**config.mk**
```make
export PLATFORM = sky130hd
export DESIGN_NAME = xor_checked_frame_receiver
export DESIGN_NICKNAME = d
export VERILOG_FILES = /design/src/rtl/xcfr_pkg.sv /design/src/rtl/xcfr_ram.sv /design/src/rtl/xor_checked_frame_receiver.sv
export SDC_FILE = /design/constraint.sdc
export NUM_CORES = 1
export LEC_CHECK = 0
export BUFFER_PORTS_ARGS = -buffer_cell sky130_fd_sc_hd__buf_4
export CORE_MARGIN = 1
export CORE_UTILIZATION = 40
export DETAILED_ROUTE_END_ITERATION = 10
export PLACE_DENSITY = 0.63
export SETUP_SLACK_MARGIN = 0.15
export SYNTH_ARGS = -nofsm -noshare
export SYNTH_HDL_FRONTEND = slang
export SYNTH_HIERARCHICAL = 1
export SYNTH_SLANG_ARGS = --single-unit
```
**constraint.sdc**
```tcl
create_clock -name clock -period 3.8 [get_ports clock]
set_input_delay 0.57 -clock clock [delete_from_list [all_inputs] [get_ports clock]]
set_output_delay 0.57 -clock clock [all_outputs]
set_load 0.02 [all_outputs]
```
**src/rtl/xcfr_pkg.sv**
```systemverilog
// xcfr_pkg: constants and codes shared by the xor checked frame receiver
// files. Depends on nothing.
package xcfr_pkg;

   localparam int DATA_W      = 8;   // serial byte and payload byte
   localparam int IDX_W       = 6;   // byte_index field
   localparam int STATUS_W    = 2;   // status field
   localparam int LEN_W       = 7;   // payload_length register
   localparam int RSP_TDATA_W = 16;  // data_byte + byte_index, padded to bytes

   localparam logic [DATA_W-1:0] HEADER_BYTE = 8'hAA;
   localparam logic [DATA_W-1:0] FOOTER_BYTE = 8'hBB;
   localparam logic [DATA_W-1:0] ZERO_BYTE   = 8'h00;

   localparam logic [LEN_W-1:0] LEN_RESET = 7'd4;

   localparam logic [STATUS_W-1:0] ST_GOOD    = 2'd0;
   localparam logic [STATUS_W-1:0] ST_BAD_SUM = 2'd1;
   localparam logic [STATUS_W-1:0] ST_SHORT   = 2'd2;

endpackage

```
**src/rtl/xcfr_ram.sv**
```systemverilog
// xcfr_ram: generic single write port, single read port ram with a
// registered read. Depends on nothing.
module xcfr_ram #(
   parameter int WIDTH = 8,
   parameter int DEPTH = 64,
   localparam int AW = (DEPTH > 1) ? $clog2(DEPTH) : 1
) (
   input  logic             clock,
   input  logic             wr_en,
   input  logic [AW-1:0]    wr_addr,
   input  logic [WIDTH-1:0] wr_data,
   input  logic             rd_en,
   input  logic [AW-1:0]    rd_addr,
   output logic [WIDTH-1:0] rd_data
);

   logic [WIDTH-1:0] mem_ff [DEPTH];
   logic [WIDTH-1:0] rd_data_ff;

   always_ff @(posedge clock) begin
      if (wr_en) begin
         mem_ff[wr_addr] <= wr_data;
      end
      if (rd_en) begin
         rd_data_ff <= mem_ff[rd_addr];
      end
   end

   assign rd_data = rd_data_ff;

endmodule

```
**src/rtl/xor_checked_frame_receiver.sv**
```systemverilog
// xor_checked_frame_receiver: top level of the header/footer serial frame
// receiver with xor check byte. Depends on xcfr_pkg and xcfr_ram.
//
// usage
//  - req_*: one received serial byte per transaction (req_tdata = rx_byte)
//  - rsp_*: result transactions; a verified frame gives one transaction per
//    payload byte in order with tlast on the final one, a failed frame gives
//    a single transaction with tlast set and status in tuser
//  - csr_*: payload_length write, taken at any edge with csr_wr_en high; the
//    user must write it only while the block is idle; the block does not enforce this
// sequencing
//  - a byte that produces no result leaves the block ready for the next byte
//  - a footer ending a bad or short frame moves the sequencer to S_ERR, which
//    loads the error result into the output register once that register is free
//  - a footer ending a good frame starts a drain of the payload ram: for each
//    byte a ram read (S_READ), then a load of the output register (S_LOAD); no
//    new byte is taken before the drain ends
//  - the drain pace is set by the registered read of the payload ram
// reset (synchronous) returns to header hunting and payload_length to 4; the
// payload ram has no reset and needs no clearing pass
// when rsp_tready is low the output register holds; bytes that produce no
// result are still accepted, the footer is accepted too, and after it the
// input stalls until its result can be loaded into the output register
module xor_checked_frame_receiver
   import xcfr_pkg::*;
#(
   parameter int MAX_PAYLOAD = 64
) (
   input  logic                   clock,
   input  logic                   reset,
   // input channel
   input  logic                   req_tvalid,
   output logic                   req_tready,
   input  logic [DATA_W-1:0]      req_tdata,   // [7:0] rx_byte
   // result channel
   output logic                   rsp_tvalid,
   input  logic                   rsp_tready,
   output logic [RSP_TDATA_W-1:0] rsp_tdata,   // [7:0] data_byte, [13:8] byte_index
   output logic [STATUS_W-1:0]    rsp_tuser,   // [1:0] status
   output logic                   rsp_tlast,   // last
   // configuration
   input  logic                   csr_wr_en,
   input  logic [LEN_W-1:0]       csr_wr_data  // payload_length
);

   localparam int AW = (MAX_PAYLOAD > 1) ? $clog2(MAX_PAYLOAD) : 1;  // ram address
   localparam int CW = $clog2(MAX_PAYLOAD + 1);                      // byte count

   // sequencer states
   localparam logic [1:0] S_IDLE = 2'd0;  // taking serial bytes
   localparam logic [1:0] S_ERR  = 2'd1;  // waiting to emit the error result
   localparam logic [1:0] S_READ = 2'd2;  // issue payload ram read
   localparam logic [1:0] S_LOAD = 2'd3;  // ram data into the output register

   // control state
   logic [1:0]          state_ff, state_in;
   logic [LEN_W-1:0]    length_ff, length_in;
   logic                in_frame_ff, in_frame_in;
   logic [CW-1:0]       byte_count_ff, byte_count_in;
   logic [DATA_W-1:0]   running_xor_ff, running_xor_in;
   logic [DATA_W-1:0]   check_byte_ff, check_byte_in;
   logic                check_seen_ff, check_seen_in;
   logic [AW-1:0]       rd_idx_ff, rd_idx_in;
   logic                rsp_valid_ff, rsp_valid_in;

   // payload registers
   logic [STATUS_W-1:0] err_status_ff, err_status_in;
   logic [DATA_W-1:0]   rsp_data_ff, rsp_data_in;
   logic [IDX_W-1:0]    rsp_idx_ff, rsp_idx_in;
   logic [STATUS_W-1:0] rsp_status_ff, rsp_status_in;
   logic                rsp_last_ff, rsp_last_in;

   // ram ports
   logic                ram_we;
   logic                ram_re;
   logic [DATA_W-1:0]   ram_rd_data;

   logic [CW-1:0]       eff_len;
   logic                out_free;
   logic                take;
   logic                drain_last;

   // payload_length of zero acts as one, above the store size acts as full
   always_comb begin
      if (length_ff == '0) begin
         eff_len = CW'(1);
      end else if (length_ff > LEN_W'(MAX_PAYLOAD)) begin
         eff_len = CW'(MAX_PAYLOAD);
      end else begin
         eff_len = length_ff[CW-1:0];
      end
   end

   assign req_tready = (state_ff == S_IDLE);
   assign take       = req_tvalid && req_tready;
   assign out_free   = !rsp_valid_ff || rsp_tready;
   assign drain_last = ((CW'(rd_idx_ff) + CW'(1)) == byte_count_ff);

   // the sequencer keeps ram writes (idle) and ram reads (drain) apart, so
   // no read ever meets a write to the same entry
   always_comb begin
      state_in       = state_ff;
      length_in      = length_ff;
      in_frame_in    = in_frame_ff;
      byte_count_in  = byte_count_ff;
      running_xor_in = running_xor_ff;
      check_byte_in  = check_byte_ff;
      check_seen_in  = check_seen_ff;
      rd_idx_in      = rd_idx_ff;
      err_status_in  = err_status_ff;
      rsp_valid_in   = rsp_valid_ff;
      rsp_data_in    = rsp_data_ff;
      rsp_idx_in     = rsp_idx_ff;
      rsp_status_in  = rsp_status_ff;
      rsp_last_in    = rsp_last_ff;
      ram_we         = 1'b0;
      ram_re         = 1'b0;

      if (csr_wr_en) begin
         length_in = csr_wr_data;
      end

      // result leaves the output register
      if (rsp_tready) begin
         rsp_valid_in = 1'b0;
      end

      case (state_ff)
         S_IDLE: begin
            if (take) begin
               if (!in_frame_ff) begin
                  // hunting: everything but the header is dropped
                  if (req_tdata == HEADER_BYTE) begin
                     in_frame_in = 1'b1;
                  end
               end else if (req_tdata != FOOTER_BYTE) begin
                  if (byte_count_ff < eff_len) begin
                     ram_we         = 1'b1;
                     running_xor_in = running_xor_ff ^ req_tdata;
                     byte_count_in  = byte_count_ff + CW'(1);
                  end else begin
                     // past the payload: the latest byte is the check byte
                     check_byte_in = req_tdata;
                     check_seen_in = 1'b1;
                  end
               end else begin
                  // footer ends the frame
                  in_frame_in    = 1'b0;
                  running_xor_in = ZERO_BYTE;
                  check_byte_in  = ZERO_BYTE;
                  check_seen_in  = 1'b0;
                  if (!check_seen_ff || byte_count_ff == '0) begin
                     err_status_in = ST_SHORT;
                     byte_count_in = '0;
                     state_in      = S_ERR;
                  end else if (running_xor_ff != check_byte_ff) begin
                     err_status_in = ST_BAD_SUM;
                     byte_count_in = '0;
                     state_in      = S_ERR;
                  end else begin
                     // good frame: byte count kept until the drain ends
                     rd_idx_in = '0;
                     state_in  = S_READ;
                  end
               end
            end
         end
         S_ERR: begin
            if (out_free) begin
               rsp_valid_in  = 1'b1;
               rsp_data_in   = ZERO_BYTE;
               rsp_idx_in    = '0;
               rsp_status_in = err_status_ff;
               rsp_last_in   = 1'b1;
               state_in      = S_IDLE;
            end
         end
         S_READ: begin
            // read only when the output register is free on the next cycle
            if (out_free) begin
               ram_re   = 1'b1;
               state_in = S_LOAD;
            end
         end
         S_LOAD: begin
            rsp_valid_in  = 1'b1;
            rsp_data_in   = ram_rd_data;
            rsp_idx_in    = IDX_W'(rd_idx_ff);
            rsp_status_in = ST_GOOD;
            rsp_last_in   = drain_last;
            if (drain_last) begin
               byte_count_in = '0;
               state_in      = S_IDLE;
            end else begin
               rd_idx_in = rd_idx_ff + AW'(1);
               state_in  = S_READ;
            end
         end
         default: begin
            state_in = S_IDLE;
         end
      endcase
   end

   always_ff @(posedge clock) begin
      if (reset) begin
         state_ff       <= S_IDLE;
         length_ff      <= LEN_RESET;
         in_frame_ff    <= 1'b0;
         byte_count_ff  <= '0;
         running_xor_ff <= ZERO_BYTE;
         check_byte_ff  <= ZERO_BYTE;
         check_seen_ff  <= 1'b0;
         rd_idx_ff      <= '0;
         rsp_valid_ff   <= 1'b0;
      end else begin
         state_ff       <= state_in;
         length_ff      <= length_in;
         in_frame_ff    <= in_frame_in;
         byte_count_ff  <= byte_count_in;
         running_xor_ff <= running_xor_in;
         check_byte_ff  <= check_byte_in;
         check_seen_ff  <= check_seen_in;
         rd_idx_ff      <= rd_idx_in;
         rsp_valid_ff   <= rsp_valid_in;
      end
   end

   always_ff @(posedge clock) begin
      err_status_ff <= err_status_in;
      rsp_data_ff   <= rsp_data_in;
      rsp_idx_ff    <= rsp_idx_in;
      rsp_status_ff <= rsp_status_in;
      rsp_last_ff   <= rsp_last_in;
   end

   // payload store
   xcfr_ram #(
      .WIDTH (DATA_W),
      .DEPTH (MAX_PAYLOAD)
   ) u_payload_ram (
      .clock   (clock),
      .wr_en   (ram_we),
      .wr_addr (byte_count_ff[AW-1:0]),
      .wr_data (req_tdata),
      .rd_en   (ram_re),
      .rd_addr (rd_idx_ff),
      .rd_data (ram_rd_data)
   );

   assign rsp_tvalid = rsp_valid_ff;
   assign rsp_tdata  = {2'b00, rsp_idx_ff, rsp_data_ff};
   assign rsp_tuser  = rsp_status_ff;
   assign rsp_tlast  = rsp_last_ff;

   // output register is always free when ram data arrives
   a_load_free: assert property (@(posedge clock) disable iff (reset)
      state_ff == S_LOAD |-> !rsp_valid_ff)
      else $error("payload ram data arrived while output register busy");

   // drain never reads beyond the bytes stored in this frame
   a_read_range: assert property (@(posedge clock) disable iff (reset)
      (state_ff == S_READ || state_ff == S_LOAD) |-> (CW'(rd_idx_ff) < byte_count_ff))
      else $error("drain index beyond stored byte count");

   // error results are single, zero data, and marked last
   a_err_shape: assert property (@(posedge clock) disable iff (reset)
      (rsp_valid_ff && rsp_status_ff != ST_GOOD) |-> (rsp_last_ff && rsp_data_ff == ZERO_BYTE))
      else $error("malformed error result");

   // no ram write outside of frame collection
   a_write_idle: assert property (@(posedge clock) disable iff (reset)
      ram_we |-> (state_ff == S_IDLE && in_frame_ff && byte_count_ff < eff_len))
      else $error("payload ram written outside collection");

endmodule

```
* Word level (Yosys, flattened, before mapping)
Memories as Yosys holds them, arrays and structs flattened. A register that Yosys moved wholly into a read port is not among the register bits.
Cells that the tools add are included.
** Word-level totals
- Register bits after elaboration :: 60
- RAM bits :: 512
- Input port bits :: 20
- Output and inout port bits :: 21
- Word-level logic and storage cells :: 117
- Memories :: 1
** Memory list
- u_payload_ram.mem_ff :: words 64, width 8, rd ports 1, clocked after Yosys merged registers in 1, write ports 1, RTL line xcfr_ram.sv:17 : logic [WIDTH-1:0] mem_ff [DEPTH];
** Cells by class
- $add $sub $neg :: 3
- Order comparisons :: 2
- Equality and inequality tests :: 20
- Mux-type cells :: 56
- Bitwise logic cells :: 2
- Reduce and logical (&&, ||, !) cells :: 19
** Operator list (number)
- two-way mux 7 bit :: 9
- two-way mux 6 bit :: 7
- two-way mux 8 bit :: 5
- one-hot mux 6 bit (2 select lines) :: 2
- two-way mux 2 bit :: 10
- two-way mux 1 bit :: 17
- inequality test 2 bit (second input constant) :: 8
- one-hot mux 8 bit (2 select lines) :: 1
- zero test 7 bit :: 2
- one-hot mux 7 bit (2 select lines) :: 1
- AND reduction 5 bit :: 2
- equality test 8 bit (second input constant) :: 1
- inequality test 8 bit :: 1
- inequality test 8 bit (second input constant) :: 1
- one-hot mux 2 bit (4 select lines) :: 1
- AND reduction 4 bit :: 2
- XOR 8 bit :: 1
- adder 6 x 1 -> 7 bit (second input constant) :: 1
- adder 7 x 1 -> 7 bit (second input constant) :: 1
- equality test 7 bit :: 1
- > comparator 7 bit (second input constant) :: 1
- less-than comparator 7 bit :: 1
- AND reduction 7 bit :: 1
- adder 6 x 1 -> 6 bit (second input constant) :: 1
- other kinds (15) :: 24

* Longest topological paths before layout
Gate-level depths: netlist of run 1.
- Word-level depth :: 11
- Mapped depth :: 11

* By module
Netlist of run 1, hierarchy kept.
** By module, submodules not included
- xcfr_ram :: instances 1, cells each 940, area an instance 20241.9 µm², seq. area each 15615.0 µm²
- xor_checked_frame_receiver :: instances 1, cells each 361, area an instance 3342.0 µm², seq. area each 1391.3 µm²

* Worst setup path after synthesis of run 1
OpenSTA, ideal clock, no wires.
- Path type :: register -> register
- Start point :: register length_ff[6]
- End point :: memory u_payload_ram.mem_ff[54][0] (enable)
- Library setup time :: 0.370 ns
- Data arrival time :: 2.647 ns
- Setup slack :: 0.783 ns
- Stages on the path, launching flop included :: 12
- Buffers on the path :: 0
- Period minus slack after synthesis :: 3.017 ns
- Cell sequence :: dfxtp_1 inv_1 nand2_1 ha_1 and4_1 a21o_1 a211oi_2 nand2_1 inv_1 nor2b_1 nand3_1 nor2_1
** Between the ends
- Longest elaborated chain between the ends :: 11
- Elaborated cells on any way between the ends :: 12
** Ends and longest elaborated chain
- start, declared :: RTL line xor_checked_frame_receiver.sv:57 : logic [LEN_W-1:0] length_ff, length_in;
- start signal, assigned :: RTL line xor_checked_frame_receiver.sv:218 : length_ff <= length_in;
- > comparator 7 bit :: RTL line xor_checked_frame_receiver.sv:87 : end else if (length_ff > LEN_W'(MAX_PAYLOAD)) begin
- two-way mux 7 bit :: RTL line xor_checked_frame_receiver.sv:87
- two-way mux 7 bit (*) :: RTL line xor_checked_frame_receiver.sv:85 : if (length_ff == '0) begin
- less-than comparator 7 bit (*) :: RTL line xor_checked_frame_receiver.sv:137 : if (byte_count_ff < eff_len) begin
- two-way mux 1 bit (*) :: RTL line xor_checked_frame_receiver.sv:137
- two-way mux 1 bit (*) :: RTL line xor_checked_frame_receiver.sv:136 : end else if (req_tdata != FOOTER_BYTE) begin
- two-way mux 1 bit (*) :: RTL line xor_checked_frame_receiver.sv:131 : if (!in_frame_ff) begin
- two-way mux 1 bit (*) :: RTL line xor_checked_frame_receiver.sv:130 : if (take) begin
- two-way mux 1 bit (*) :: RTL line xor_checked_frame_receiver.sv:128 : case (state_ff)
- net ram_we :: RTL line xor_checked_frame_receiver.sv:74 : logic ram_we;
- two-way mux 1 bit (*) :: RTL line xcfr_ram.sv:21 : if (wr_en) begin
- two-way mux 1 bit (implied by the code) (*) :: RTL line xcfr_ram.sv:22 : mem_ff[wr_addr] <= wr_data;
- end, declared :: RTL line xcfr_ram.sv:17
Mark *: on every way through the listed nets, which the timed path passes. The rest lies on a longest branch.

* Worst setup path in the final report of run 1
- Start point :: register length_ff[6]
- End point :: memory u_payload_ram.mem_ff[16][0] (enable)
Same word-level chain as after synthesis.

==> results of run 1 <==
power groups by stage:
stage          clock [mW]  combinational, mW  sequential, mW
2_1_floorplan           0              0.337            7.25
3_3_place_gp            0              0.677            7.22
3_5_place_dp            0              0.689            7.23
4_1_cts              5.62              0.691            7.09
5_1_grt              5.86              0.752            7.09
6_report             5.51              0.693            7.09
cells in the mapped netlist, types with 6 or more instances:
library cell	number	area, µm²
buf_4	13	97.6
o21ai_0	19	95.1
nor2_1	117	439
a211oi_1	7	52.6
ha_1	13	163
and2_1	13	81.3
dfxtp_1	41	821
clkbuf_1	27	101
nand2_1	37	139
nor3_1	21	105
a21oi_1	42	210
o22ai_1	8	50.1
nand3_1	20	100
o221ai_1	8	70.1
mux4_2	126	2840
nor2b_1	16	100
inv_1	14	52.6
or4_1	6	45.0
a22oi_1	10	75.1
a221oi_1	7	61.3
nand2b_1	10	62.6
xnor2_1	13	114
nor4_1	8	50.1
mux2_2	13	146
buf_2	23	115
or3b_1	8	70.1
edfxtp_1	539	16200
mux2i_1	33	330
cell families (layout without fill, tap and decap cells):
family | Yosys count | after routing | share of synthesized area
AO/OA/AOI/OAI | 147 | 147 | 0.0440
XOR/XNOR | 15 | 15 | 0.00557
adder cells (fa/ha/maj) | 13 | 13 | 0.00690
buffers and inverters | 88 | 260 | 0.0203
flip-flops | 580 | 580 | 0.721
multiplexers | 172 | 172 | 0.141
other | 1 | 3 | 0.000159
AND/OR/NAND/NOR | 285 | 285 | 0.0615
worst reg2reg max path, cell delays in order, from the launching register on:
cell and delay [ps]:
dfxtp_1 330, inv_1 160, nand2_1 90, ha_1 290, a21o_1 180, a21o_1 180, a211oi_2 230, nand2_1 180
inv_1 230, nor2b_1 310, nand2_1 420, nor2_2 540
final cells by class:
type	instances	share of cell area
Tap cell	765	0.0353
Timing Repair Buffer	139	0.0404
Multi-Input combinational cell	634	0.226
Inverter	14	0.00194
Clock inverter	39	0.0109
Antenna cell	1	0.0000924
Clock buffer	68	0.0566
Sequential cell	580	0.628
routing by layer:
metal	up-vias	global-route usage	part of all wire	wire length, µm
li1	5506	-	-	-
met1	6678	0.267	0.44	23900
met2	482	0.287	0.47	25600
met3	80	0.0348	0.072	3970
met4	0	0.0607	0.026	1400
met5	-	0	0	0
path summary, 6_finish.rpt:
| path | slack (ps) | endpoint |
|---|---|---|
| max | 260 | u_payload_ram/mem_ff[16][0] |
| min | 160 | length_ff[2] |
| max reg2reg | 260 | u_payload_ram/mem_ff[16][0] |
| min reg2reg | 510 | running_xor_ff[1] |
stage by stage:
step | cell area, µm² | hold slack (ps) | cells
after detailed placement | 25200 | 497 | 2132
after CTS | 27100 | 125 | 2239
final | 27100 | 161 | 2240
after global placement | 25200 | 482 | 2132
after global routing | 27100 | 145 | 2239
after floorplan | 23600 | 460 | 1302
flip-flops by register name, indices dropped and copies added, names as in the netlist, 6 cells and up:
name,flops
rd_idx_ff,6
running_xor_ff,8
check_byte_ff,8
rsp_idx_ff,6
byte_count_ff,7
length_ff,7
u_payload_ram/mem_ff,512
u_payload_ram/rd_data,8
rsp_data_ff,8
==> metrics.csv, run 1 <==
metric;value;unit
Seq/Total Area, Yosys;0.721;
r2r worst-path depth;11;
Sequential Power Share;0.533;
Slew @ Worst Pin;1210;ps
initial antenna violation count;0;
CTS tree;built;
postcts setup bufs;0;
max incr delay on CP;540;ps
synthesized area;0.0236;mm²
GP Congestion;0.805;
Fmax;282;MHz
total clock buffers created by CTS;59;
Sw Pwr;2.90;mW
Hold Path Class;primary input to flop;
CP most frequent cell;nand2_1;
vias per cell;5.69;
port bufs;38;
Die Y;245;µm
Comb pwr share;0.052;
Register Area;0.0170;mm²
Hold Path Depth;2;
iteration count of the initial detailed-routing pass;5;
drt drc;0;
detailed-placement wirelength estimate;33.9;mm
Ports;41;
H-tree lvl count;2;
CP Depth;11;
via count;12746;
DIE AREA;0.0599;mm²
CTS resizes;0;
crit-path cells;inv_1 > nand2_1 > ha_1 > a21o_1 > a21o_1 > a211oi_2 > nand2_1 > inv_1 > nor2b_1 > nand2_1 > nor2_2;
Switching Share;0.219;
most frequently used flop master after synthesis;edfxtp_1;
CP Buf/Inv Count;2;
Max-Cap Viols;0;
Slew Limit Fails;0;
Worst Skew;33.2;ps
layout cells sized above 1;0.267;
Area Overhead vs Synth;14.8;%
Warnings, synthesis;6;
RSZ-0062 raised after global routing;yes;
dpl ws;245;ps
area occupied by multi-input gates;0.00613;mm²
outcome;complete, no violations;
commonest non-fill, non-tap cell in the layout;edfxtp_1;
fillers;4801;
post-layout util;0.467;
Post-Route Setup TNS;0;ps
hold_buf cts;0;
CTS root buf;clkbuf_16;
Wirelength per Cell;24.5;µm
Core Rows;88;
Clock transition at path regs;60;ps
CP delay by family, top;simple AND/OR/NAND/NOR gates;
Startpoint Class;flop;
Post-synth EDFFs;539;
pwr dens;491;mW/mm²
Leak;8.36;nW
die width;245;µm
core area;0.0580;mm²
Worst Path Arrival;3780;ps
grt total ovfl;0;
Yosys reg bits;580;
drt total wl;54.8;mm
Worst VDD drop;0.429;mV
Crit Path Max Fanout;8;
vias in the first global route;12905;
Slew HR;0.189;
clock latency on the worst-skew pair;630;ps
Slowest-stage cell, CP;nor2_2;
# clock sinks;580;
Final min period;3540;ps
Final Hold Vio Count;0;
final setup fails;0;
RR Startpoint;length_ff[6];
Hold Startpoint;csr_wr_data[2];
ANT nets after route;0;
post-route setup slack;260;ps
Clk pwr share;0.415;
Tot Pwr;13.3;mW
Yosys cell types;75;
Post-Synthesis Cells;1301;
Worst Path Required;4040;ps
DRT iter0 DRCs;1281;
asr flop ratio synth;0;
CP Capture Type;flop;
Max Root-Sink Buffers;3;
Final nets;1461;
largest net degree at the start of global routing;69;
final worst-path cycle share;0.932;
most frequent cells in the layout;edfxtp_1, buf_4, mux4_2, nor2_1, clkbuf_16;
starting density of the core;0.406;
first-pass GRT wire length;83.1;mm
critical path type;flop to flop;
GR Util All Layers;0.186;
P_int;10.4;mW
crit path launch;length_ff[6];
Syn Area/Cell;18.1;µm²
Power figures use the tool's default switching activity.
==> inputs of run 2 (changes only) <==
Settings changed: CORE_MARGIN 1 to 2, CORE_UTILIZATION 40 to 62, PLACE_DENSITY 0.63 to 0.87.
==> run 2 against run 1 <==
  * Register-to-register slack worse by 210 ps
  * Highest routed layer unchanged
  * Largest power group unchanged
  * Clock-buffer cell count stayed put
  * Critical path type unchanged
  * Core utilization is 24 points higher
  * Sequential share of layout area is 1.6 points higher
  * Hold slack better by 34 ps
  * Global-route usage is 11 points higher
  * Combinational power is 0.9% lower
==> metrics.csv, run 2 (synthesized netlist as in run 1, its figures left out) <==
metric;value;unit;change
first-pass GRT wire length;85.0;mm;+2.4%
post-route setup slack;48.4;ps;-212 ps
Ports;41;;unchanged
Crit Path Max Fanout;8;;unchanged
dpl cell area;0.0245;mm²;-3.0%
vias per cell;6.90;;+21%
CP Capture Type;flop;;
H-tree lvl count;2;;unchanged
initial antenna violation count;0;;unchanged
commonest non-fill, non-tap cell in the layout;edfxtp_1;;
Tot Pwr;13.5;mW;+1.4%
Biggest register;u_payload_ram/mem_ff;;
hold endpoint;length_ff[2];;
r2r worst-path depth;11;;unchanged
Wirelength per Cell;29.7;µm;+21%
final worst-path cycle share;0.987;;+0.0557
Final min period;3750;ps;+212 ps
CTS tree;built;;
postcts setup bufs;0;;unchanged
CTS root buf;clkbuf_16;;
Met1 Routed Length;21.0;mm;-12%
vias in the first global route;12977;;+0.56%
Hold Startpoint;csr_wr_data[2];;
Post-Route Setup TNS;0;ps;unchanged
Clock transition at path regs;70;ps;about the same
Die Y;199;µm;-19%
via count;13296;;+4.3%
critical path type;flop to flop;;
port bufs;38;;unchanged
layout cells sized above 1;0.242;;-0.0248
grt total ovfl;0;;unchanged
die width;199;µm;-19%
final setup fails;0;;unchanged
RR Startpoint;length_ff[6];;
Final nets;1403;;-4.0%
# clock sinks;580;;unchanged
met2 wire length;27.2;mm;+6.3%
hold_buf cts;0;;unchanged
DIE AREA;0.0396;mm²;-34%
Worst Skew;17.8;ps;-15.4 ps
GR Util All Layers;0.298;;+0.112
Hold Path Class;primary input to flop;;
total clock buffers created by CTS;55;;-6.8%
pwr dens;510;mW/mm²;+4.0%
iteration count of the initial detailed-routing pass;6;;+1
Hold Path Depth;2;;unchanged
clock latency on the worst-skew pair;600;ps;-30 ps
RR Endpoint;u_payload_ram/mem_ff[20][6];;
Worst Path Arrival;3970;ps;+190 ps
Startpoint Class;flop;;
Fmax;267;MHz;-5.6%
detailed-placement wirelength estimate;31.9;mm;-5.9%
DR WL met3;6.72;mm;+69%
Final Hold Vio Count;0;;unchanged
Worst Path Required;4020;ps;-20 ps
starting density of the core;0.628;;+0.221
crit path launch;length_ff[6];;
Area Overhead vs Synth;11.9;%;
Max Root-Sink Buffers;3;;unchanged
DRT iter0 DRCs;1988;;+55%
DR top layer;met4;;
r2r setup slk;50;ps;-210 ps
GP Congestion;0.885;;+10%
Leak;8.09;nW;-3.2%
final instance area;0.0264;mm²;-2.5%
dpl ws;301;ps;+56.4 ps
largest net degree at the start of global routing;69;;unchanged
most frequent cells in the layout;edfxtp_1, mux4_2, nor2_1, buf_4, clkbuf_16;;
outcome;complete, no violations;;
Slew HR;0.338;;+0.148
Core Rows;71;;-19%
max FFs per register;512;;unchanged
Max-Cap Viols;0;;unchanged
Worst VDD drop;0.390;mV;-9.1%
ANT nets after route;0;;unchanged
RSZ-0062 raised after global routing;yes;;
core area;0.0376;mm²;-35%
drt drc;0;;unchanged
Slew @ Worst Pin;992;ps;-220 ps
drt total wl;57.2;mm;+4.5%
Slew Limit Fails;0;;unchanged
## run 2: cell types whose count changed in the layout (fill, tap and decap cells not counted), moves of 4 or more
| cell | change |
|---|---|
| buf_4 | -52 |
| bufinv_16 | +6 |
| clkbuf_1 | +4 |
| clkbuf_16 | -4 |
| clkinv_1 | -10 |
## run 2: repair_timing
action                                  4_1_cts  5_1_grt
gates resized for setup                       0       11
endpoints found under the setup margin        0      168
endpoints found under the hold margin         0        0
## run 2: routing by layer
| layer | vias up | global-route usage |
|---|---|---|
| li1 | 5381 | - |
| met1 | 6708 | 0.424 |
| met2 | 1057 | 0.468 |
| met3 | 150 | 0.0536 |
| met4 | 0 | 0.115 |
| met5 | - | 0 |
## run 2: worst max-delay path by stage
stage	end	slack, ps
2_1_floorplan	u_payload_ram/mem_ff[54][0]	780
3_3_place_gp	u_payload_ram/mem_ff[52][7]	470
3_5_place_dp	u_payload_ram/mem_ff[12][5]	300
4_1_cts	u_payload_ram/mem_ff[44][1]	190
5_1_grt	u_payload_ram/mem_ff[60][0]	5
6_report	u_payload_ram/mem_ff[20][6]	50
## run 2: area by class of cell
cell class                      count  area (µm²)
Antenna cell                        2        5.00
Clock buffer                       68        1450
Clock inverter                     33         434
Fill cell                        2068       11200
Inverter                           14        52.6
Multi-Input combinational cell    634        6140
Sequential cell                   580       17000
Tap cell                          511         639
Timing Repair Buffer               85         663
## run 2: worst max-delay path: stages (launching register included)
cell      delay, ps
dfxtp_1         340
inv_1           160
nand2_1          90
ha_1            310
a21o_1          180
a21o_1          180
a211oi_2        180
nand2_1         100
inv_1           190
nor2b_1         350
nand2_1         540
nor2_1          730
## run 2: through the flow
stage / hold WS (ps) / utilization / std cells
floorplan: 460 / - / 1302
global placement: 475 / 0.652 / 1824
detailed placement: 486 / 0.652 / 1824
CTS: 187 / 0.702 / 1925
global route: 210 / 0.702 / 1925
finish: 195 / 0.702 / 1927
## run 2: power by group
part	switching (mW)	total, mW	internal [mW]
Combinational	0.476	0.687	0.211
Clock	2.32	5.71	3.38
Sequential	0.0423	7.08	7.04
